$ cat src/rtl/sird_pkg.sv
package sird_pkg;

    localparam int VALUE_WIDTH_DEF = 32;
    localparam int RADIX_W         = 6;
    localparam int CHAR_W          = 7;

    localparam logic [RADIX_W-1:0] RADIX_MIN   = 6'd2;
    localparam logic [RADIX_W-1:0] RADIX_MAX   = 6'd62;
    localparam logic [RADIX_W-1:0] RADIX_RESET = 6'd10;
    localparam logic [RADIX_W-1:0] DIGIT_MAX   = 6'd61;

    localparam logic [CHAR_W-1:0] MINUS_CHAR = 7'h2D;
    localparam logic [CHAR_W-1:0] ZERO_CHAR  = 7'h30;
    localparam logic [CHAR_W-1:0] UPPER_A    = 7'h41;
    localparam logic [CHAR_W-1:0] LOWER_A    = 7'h61;

    // digit value to symbol from 0-9, A-Z, a-z
    function automatic logic [CHAR_W-1:0] digit_symbol(input logic [RADIX_W-1:0] d);
        logic [RADIX_W-1:0] dc;
        logic [CHAR_W-1:0]  dx;
        dc = (d > DIGIT_MAX) ? DIGIT_MAX : d;
        dx = {1'b0, dc};
        if (dc < 6'd10)
            return ZERO_CHAR + dx;
        else if (dc < 6'd36)
            return UPPER_A + dx - 7'd10;
        else
            return LOWER_A + dx - 7'd36;
    endfunction

    function automatic logic [RADIX_W-1:0] clamp_radix(input logic [RADIX_W-1:0] r);
        if (r < RADIX_MIN)
            return RADIX_MIN;
        else if (r > RADIX_MAX)
            return RADIX_MAX;
        else
            return r;
    endfunction

endpackage

$ cat src/rtl/sird_ram.sv
module sird_ram #(
    parameter int WIDTH = 6,
    parameter int DEPTH = 32
) (
    input  logic                     clk,
    input  logic                     we,
    input  logic [$clog2(DEPTH)-1:0] waddr,
    input  logic [WIDTH-1:0]         wdata,
    input  logic                     re,
    input  logic [$clog2(DEPTH)-1:0] raddr,
    output logic [WIDTH-1:0]         rdata
);

    logic [WIDTH-1:0] mem [DEPTH];
    logic [WIDTH-1:0] rdata_reg;

    always_ff @(posedge clk)
    begin
        if (we)
            mem[waddr] <= wdata;
        if (re)
            rdata_reg <= mem[raddr];
    end

    assign rdata = rdata_reg;

endmodule

$ cat src/rtl/sird_div.sv
module sird_div
    import sird_pkg::*;
#(
    parameter int VALUE_WIDTH = VALUE_WIDTH_DEF
) (
    input  logic                   clk,
    input  logic                   rst_n,
    input  logic                   start,
    input  logic [VALUE_WIDTH-1:0] dividend,
    input  logic [RADIX_W-1:0]     divisor,
    output logic                   busy,
    output logic                   done,
    output logic [VALUE_WIDTH-1:0] quotient,
    output logic [RADIX_W-1:0]     remainder
);

    localparam int CW = $clog2(VALUE_WIDTH);

    logic [VALUE_WIDTH-1:0] quo_reg, quo_next;
    logic [RADIX_W-1:0]     rem_reg, rem_next;
    logic [CW-1:0]          cnt_reg, cnt_next;
    logic                   busy_reg, busy_next;
    logic                   done_reg, done_next;
    logic [RADIX_W:0]       partial;
    logic [RADIX_W:0]       diff;
    logic                   ge;

    // one restoring step per cycle, quotient shifts in where the dividend shifts out
    assign partial = {rem_reg, quo_reg[VALUE_WIDTH-1]};
    assign ge      = partial >= {1'b0, divisor};
    assign diff    = partial - {1'b0, divisor};

    always_comb
    begin
        quo_next  = quo_reg;
        rem_next  = rem_reg;
        cnt_next  = cnt_reg;
        busy_next = busy_reg;
        done_next = 1'b0;
        if (busy_reg)
        begin
            quo_next = {quo_reg[VALUE_WIDTH-2:0], ge};
            rem_next = ge ? diff[RADIX_W-1:0] : partial[RADIX_W-1:0];
            cnt_next = cnt_reg + 1'b1;
            if (cnt_reg == CW'(VALUE_WIDTH - 1))
            begin
                busy_next = 1'b0;
                done_next = 1'b1;
            end
        end
        else if (start)
        begin
            quo_next  = dividend;
            rem_next  = '0;
            cnt_next  = '0;
            busy_next = 1'b1;
        end
    end

    always_ff @(posedge clk or negedge rst_n)
    begin
        if (!rst_n)
        begin
            busy_reg <= 1'b0;
            done_reg <= 1'b0;
            cnt_reg  <= '0;
        end
        else
        begin
            busy_reg <= busy_next;
            done_reg <= done_next;
            cnt_reg  <= cnt_next;
        end
    end

    always_ff @(posedge clk)
    begin
        quo_reg <= quo_next;
        rem_reg <= rem_next;
    end

    assign busy      = busy_reg;
    assign done      = done_reg;
    assign quotient  = quo_reg;
    assign remainder = rem_reg;

endmodule

$ cat src/rtl/signed_integer_to_radix_digits.sv
// sequence: per digit a bit-serial division of the magnitude by the radix in S_START and S_WAIT,
// then S_SIGN for the sign and S_READ, S_LOAD per emitted character when the output is free
// throughput: one item at a time, in_ready only while the sequencer is idle
// reset: asynchronous active low, radix returns to 10, sequencer idle, no request held
module signed_integer_to_radix_digits
    import sird_pkg::*;
#(
    parameter int VALUE_WIDTH = VALUE_WIDTH_DEF
) (
    input  logic                   clk,
    input  logic                   rst_n,
    input  logic                   cfg_wr_en,
    input  logic [RADIX_W-1:0]     cfg_wr_data,
    input  logic                   in_valid,
    output logic                   in_ready,
    input  logic [VALUE_WIDTH-1:0] value,
    output logic                   out_valid,
    input  logic                   out_ready,
    output logic [CHAR_W-1:0]      out_char,
    output logic                   is_last
);

    localparam int AW   = $clog2(VALUE_WIDTH);
    localparam int CNTW = $clog2(VALUE_WIDTH + 1);

    typedef enum logic [2:0] {
        S_IDLE,
        S_START,
        S_WAIT,
        S_SIGN,
        S_READ,
        S_LOAD
    } state_t;

    state_t                 state_reg, state_next;
    logic [RADIX_W-1:0]     radix_reg;
    logic [VALUE_WIDTH-1:0] mag_reg, mag_next;
    logic                   neg_reg, neg_next;
    logic [CNTW-1:0]        count_reg, count_next;
    logic                   out_valid_reg, out_valid_next;
    logic [CHAR_W-1:0]      out_char_reg, out_char_next;
    logic                   is_last_reg, is_last_next;

    logic [RADIX_W-1:0]     radix_eff;
    logic                   div_start;
    logic                   div_busy;
    logic                   div_done;
    logic [VALUE_WIDTH-1:0] div_quo;
    logic [RADIX_W-1:0]     div_rem;
    logic                   ram_we;
    logic                   ram_re;
    logic [CNTW-1:0]        count_dec;
    logic [RADIX_W-1:0]     ram_rdata;
    logic                   out_free;

    assign radix_eff = clamp_radix(radix_reg);
    assign count_dec = count_reg - 1'b1;
    assign out_free  = !out_valid_reg || out_ready;

    sird_div #(
        .VALUE_WIDTH(VALUE_WIDTH)
    ) u_div (
        .clk      (clk),
        .rst_n    (rst_n),
        .start    (div_start),
        .dividend (mag_reg),
        .divisor  (radix_eff),
        .busy     (div_busy),
        .done     (div_done),
        .quotient (div_quo),
        .remainder(div_rem)
    );

    sird_ram #(
        .WIDTH(RADIX_W),
        .DEPTH(VALUE_WIDTH)
    ) u_store (
        .clk  (clk),
        .we   (ram_we),
        .waddr(count_reg[AW-1:0]),
        .wdata(div_rem),
        .re   (ram_re),
        .raddr(count_dec[AW-1:0]),
        .rdata(ram_rdata)
    );

    always_comb
    begin
        state_next     = state_reg;
        mag_next       = mag_reg;
        neg_next       = neg_reg;
        count_next     = count_reg;
        out_valid_next = out_valid_reg && !out_ready;
        out_char_next  = out_char_reg;
        is_last_next   = is_last_reg;
        div_start      = 1'b0;
        ram_we         = 1'b0;
        ram_re         = 1'b0;
        case (state_reg)
            S_IDLE:
            begin
                if (in_valid)
                begin
                    neg_next   = value[VALUE_WIDTH-1];
                    mag_next   = value[VALUE_WIDTH-1] ? VALUE_WIDTH'(~value + 1'b1) : value;
                    count_next = '0;
                    state_next = S_START;
                end
            end
            S_START:
            begin
                div_start  = 1'b1;
                state_next = S_WAIT;
            end
            S_WAIT:
            begin
                if (div_done)
                begin
                    ram_we     = 1'b1;
                    count_next = count_reg + 1'b1;
                    mag_next   = div_quo;
                    state_next = (div_quo == '0) ? S_SIGN : S_START;
                end
            end
            S_SIGN:
            begin
                if (!neg_reg)
                    state_next = S_READ;
                else if (out_free)
                begin
                    out_valid_next = 1'b1;
                    out_char_next  = MINUS_CHAR;
                    is_last_next   = 1'b0;
                    state_next     = S_READ;
                end
            end
            S_READ:
            begin
                ram_re     = 1'b1;
                count_next = count_dec;
                state_next = S_LOAD;
            end
            S_LOAD:
            begin
                if (out_free)
                begin
                    out_valid_next = 1'b1;
                    out_char_next  = digit_symbol(ram_rdata);
                    is_last_next   = (count_reg == '0);
                    state_next     = (count_reg == '0) ? S_IDLE : S_READ;
                end
            end
            default:
            begin
                state_next = S_IDLE;
            end
        endcase
    end

    always_ff @(posedge clk or negedge rst_n)
    begin
        if (!rst_n)
        begin
            state_reg     <= S_IDLE;
            radix_reg     <= RADIX_RESET;
            count_reg     <= '0;
            out_valid_reg <= 1'b0;
        end
        else
        begin
            state_reg     <= state_next;
            count_reg     <= count_next;
            out_valid_reg <= out_valid_next;
            if (cfg_wr_en)
                radix_reg <= cfg_wr_data;
        end
    end

    always_ff @(posedge clk)
    begin
        mag_reg      <= mag_next;
        neg_reg      <= neg_next;
        out_char_reg <= out_char_next;
        is_last_reg  <= is_last_next;
    end

    assign in_ready  = (state_reg == S_IDLE);
    assign out_valid = out_valid_reg;
    assign out_char  = out_char_reg;
    assign is_last   = is_last_reg;

    a_idle_count_clear: assert property (@(posedge clk) disable iff (!rst_n)
        (state_reg == S_IDLE) |-> (count_reg == '0))
        else $error("digit count not empty while idle");

    a_done_in_wait: assert property (@(posedge clk) disable iff (!rst_n)
        div_done |-> (state_reg == S_WAIT))
        else $error("divider finished outside wait state");

    a_wait_has_div: assert property (@(posedge clk) disable iff (!rst_n)
        (state_reg == S_WAIT) |-> (div_busy || div_done))
        else $error("waiting with divider stopped");

    a_count_bound: assert property (@(posedge clk) disable iff (!rst_n)
        count_reg <= CNTW'(VALUE_WIDTH))
        else $error("digit count beyond store depth");

endmodule
$ cat config.mk
export PLATFORM = sky130hd
export DESIGN_NAME = signed_integer_to_radix_digits
export DESIGN_NICKNAME = d
export VERILOG_FILES = /design/src/rtl/sird_pkg.sv /design/src/rtl/sird_ram.sv /design/src/rtl/sird_div.sv /design/src/rtl/signed_integer_to_radix_digits.sv
export SDC_FILE = /design/constraint.sdc
export NUM_CORES = 1
export LEC_CHECK = 0
export BUFFER_PORTS_ARGS = -buffer_cell sky130_fd_sc_hd__buf_2
export CORE_AREA = 4 4 136 268
export CTS_CLUSTER_SIZE = 28
export DETAILED_ROUTE_END_ITERATION = 10
export DIE_AREA = 0 0 140 272
export PLACE_DENSITY = 0.52
export SKIP_LAST_GASP = 1
export SLEW_MARGIN = 20
export SYNTH_ARGS = -nofsm -noshare
export SYNTH_HDL_FRONTEND = slang
export SYNTH_SLANG_ARGS = --single-unit
$ cat constraint.sdc
create_clock -name clk -period 5.6 [get_ports clk]
set_input_delay 0.56 -clock clk [delete_from_list [all_inputs] [get_ports clk]]
set_output_delay 0.56 -clock clk [all_outputs]
set_load 0.02 [all_outputs]
==> summary.md <==
| Metric | Value |
|---|---|
| Grt ovf | `0` |
| Post-synthesis cell type count | `62` |
| # hold bufs at CTS | `0` |
| Period utilization | `58.60%` |
| Global-route wire length before repair | `50,090 µm` |
| CTS root buffer | `clkbuf_16` |
| Post-route setup TNS | `0 ps` |
| Post-CTS Resized | `0` |
| Die height | `272 µm` |
| VDD IR max | `0.2864 mV` |
| I/O pins | `53` |
| Antenna diodes | `0` |
| Hold Fails Final Rpt | `0` |
| Max_slew headroom | `22.90%` |
| Synthesis-to-finish area growth | `11.99%` |
| Worst EP required | `5960 ps` |
| Vias/cell | `5.448` |
| Worst-path clk slew | `70 ps` |
| Final WL | `32,820 µm` |
| Flop pwr share | `43.1%` |
| Synth area leaders | `edfxtp_1 (61%), mux4_2 (8.0%), dfrtp_1 (3.9%)` |
| Largest net degree at the start of global routing | `57` |
| Max-slew violations | `0` |
| Internal power | `5.313 mW` |
| Residual DRC | `0` |
| Post-synth EDFFs | `277` |
| Layout cells sized above 1 | `23.09%` |
| Remaining antenna violation count | `0` |
| # clock sinks | `300` |
| Critical path launch point | `radix_reg[3]$_DFFE_PN1P_` |
| Number of flip-flops in the largest register | `192` |
| Clk buf depth | `3` |
| Synthesized area | `13,590 µm²` |
| Hold Crit Class | `in -> async` |
| H-tree levels | `1` |
| Yosys reg bits | `300` |
| Worst Setup EP | `u_div.remainder[5]$_SDFFCE_PN0P_` |
| Crit path kind | `reg -> reg` |
| Ys async rst share | `7.667%` |
| Synth top area share | `61.23%` |
| Worst Clk Skew | `11.96 ps` |
| Syn_nets | `965` |
| Die W | `140 µm` |
| Antenna violations before repair | `0` |
| Status | `completed` |
| CTS Buf Count | `27` |
| Fmax | `304.7 MHz` |
| Reg-to-reg startpoint | `radix_reg[3]$_DFFE_PN1P_` |
| Startpoint Class | `flip-flop` |
| Gr usage total | `17.28%` |
| Util after Layout | `44.29%` |
| Drt wl/cell | `23.26 µm` |
| R2R setup slack | `2320 ps` |
| TritonRoute pass-1 iters | `5` |
| Post-CTS setup buffers | `0` |
| Fill count | `3,172` |
| R2R depth | `10` |
| Sw Share | `33.42%` |
| Sequential-to-total area share from yosys stat | `65.48%` |
| # Max-Cap Violations | `0` |
| Worst Path Max Fanout | `10` |
| Yosys top cell by area | `edfxtp_1` |
| PwrDens | `524.5 nW/µm²` |
| Crit. End Element | `flip-flop` |
| Layout Nets | `1,014` |
| First DRT Iteration DRCs | `375` |
| Vias in the first global route | `8,426` |
| Skew-Pair Late Insertion Delay | `540 ps` |
| Final setup viols | `0` |
| GP Congestion | `0.8159` |
| Ys flop type | `edfxtp_1` |
| Detailed Place HPWL | `23,330 µm` |
| WP data arrival | `3650 ps` |
| Total power | `7.981 mW` |
| Synth warn | `0` |
| Syn Area/Cell | `15.08 µm²` |
| Sw Pwr | `2.667 mW` |
| Least-Margin Pin Slew | `1156 ps` |
| Post-route minimum period | `3282 ps` |
| Via count | `7,687` |
| Initial Util | `39.55%` |
| # rows | `96` |
| CTS tree | `built` |
| Core Area | `34,350 µm²` |
| Die ar. | `38,080 µm²` |
| Comb power frac | `33.8%` |
| RSZ-0062 raised after global routing | `false` |
| Clk pwr share | `23.1%` |
| Port Buffers | `52` |
| Post-Syn Instances | `901` |
| FF-to-FF End | `u_div.remainder[5]$_SDFFCE_PN0P_` |
| Static leakage | `5.103 nW` |
-- metal layers --
| layer | vias up | part of all wire (%) | GRT usage, % |
|---|---|---|---|
| met1 | 3828 | 32 | 16.65 |
| met2 | 175 | 60 | 35.33 |
| met4 | 0 | 4.7 | 8.270 |
| li1 | 3604 | - | - |
| met5 | - | 0 | 0 |
| met3 | 80 | 3.2 | 1.739 |
-- metrics by stage --
step                setup slack [ps]  area, µm²  cells  hold slack (ps)
floorplan                       2459      13590    901            264.4
global placement                1693      14320   1361            486.0
CTS                             1927      15190   1410            2.106
finish                          2318      15210   1411            4.539
global route                    2041      15210   1411            40.74
detailed placement              1929      14330   1361            500.8
-- logic make-up after synthesis --
family	share of synthesized area, %
AO/OA/AOI/OAI	7.663
XOR/XNOR	2.450
adder cells (fa/ha/maj)	1.989
buffers and inverters	1.980
flip-flops	65.48
multiplexers	12.79
AND/OR/NAND/NOR	7.644
-- worst min path at each step --
stage | startpoint | end | slack (ps) | cells past startpoint
final | rst_n | radix_reg[0]$_DFFE_PN0P_ | 5 | 1
after global routing | rst_n | radix_reg[5]$_DFFE_PN0P_ | 40 | 1
after CTS | rst_n | radix_reg[0]$_DFFE_PN0P_ | 2 | 1
after detailed placement | u_div.cnt_reg[4]$_DFFE_PN0P_ | u_div.cnt_reg[4]$_DFFE_PN0P_ | 500 | 1
after global placement | u_div.cnt_reg[4]$_DFFE_PN0P_ | u_div.cnt_reg[4]$_DFFE_PN0P_ | 490 | 1
after floorplan | rst_n | count_reg[0]$_DFFE_PN0P_ | 260 | 0
-- Yosys cell counts (9+ instances only) --
cell type,n
nor2_1,60
clkbuf_1,32
ha_1,20
dfrtp_1,21
nand2_1,56
nand3_1,11
inv_1,24
a21oi_1,30
xor2_1,33
nor4_1,9
mux2_2,45
mux4_2,48
a22o_1,9
edfxtp_1,277
nor3_1,10
o31ai_1,9
mux2i_1,15
o21ai_0,53
-- area by class of cell --
class,count,area [µm²],area share (%)
Inverter,24,90.09,0.5921
Multi-Input combinational cell,533,4448,29.24
Sequential cell,300,8900,58.50
Tap cell,441,551.8,3.627
Timing Repair Buffer,64,370.4,2.434
Clock inverter,17,160.2,1.053
Clock buffer,32,694.4,4.564
-- power by group through the flow --
stage,logic [mW],clock network [mW],registers (mW)
final,2.70,1.84,3.44
after global routing,2.98,1.98,3.49
after CTS,2.70,1.89,3.49
after detailed placement,2.69,0,3.54
after global placement,2.64,0,3.54
after floorplan,1.89,0,3.44
-- placed cells by master (no fill, tap or decap), drive strengths merged, types with 6 or more instances in the layout --
master | Yosys | layout
inv | 24 | 25
nand3b | 6 | 6
nor2b | 8 | 8
or3b | 7 | 7
and2 | 6 | 6
or2 | 8 | 8
o21ai | 60 | 60
nand3 | 11 | 11
clkinv | 0 | 13
mux2 | 45 | 45
o22ai | 8 | 8
xor2 | 33 | 33
edfxtp | 277 | 277
ha | 20 | 20
nand2 | 56 | 56
o41ai | 12 | 12
dfrtp | 21 | 21
buf | 12 | 64
nor2 | 60 | 60
o31ai | 9 | 9
nor3 | 10 | 10
clkbuf | 32 | 32
nor4 | 9 | 9
a21oi | 30 | 30
a22o | 9 | 9
mux4 | 48 | 48
mux2i | 15 | 15
-- critical path: stages, from the launching register on --
cell and delay, ps:
dfstp_2 540, inv_1 70, a41oi_1 340, a21oi_1 80, nor2b_1 150, ha_1 160, nand2b_1 100, a211oi_1 70
nor3_1 760, o21ai_0 460, o32ai_1 360
(Power assumes the default switching activity.)
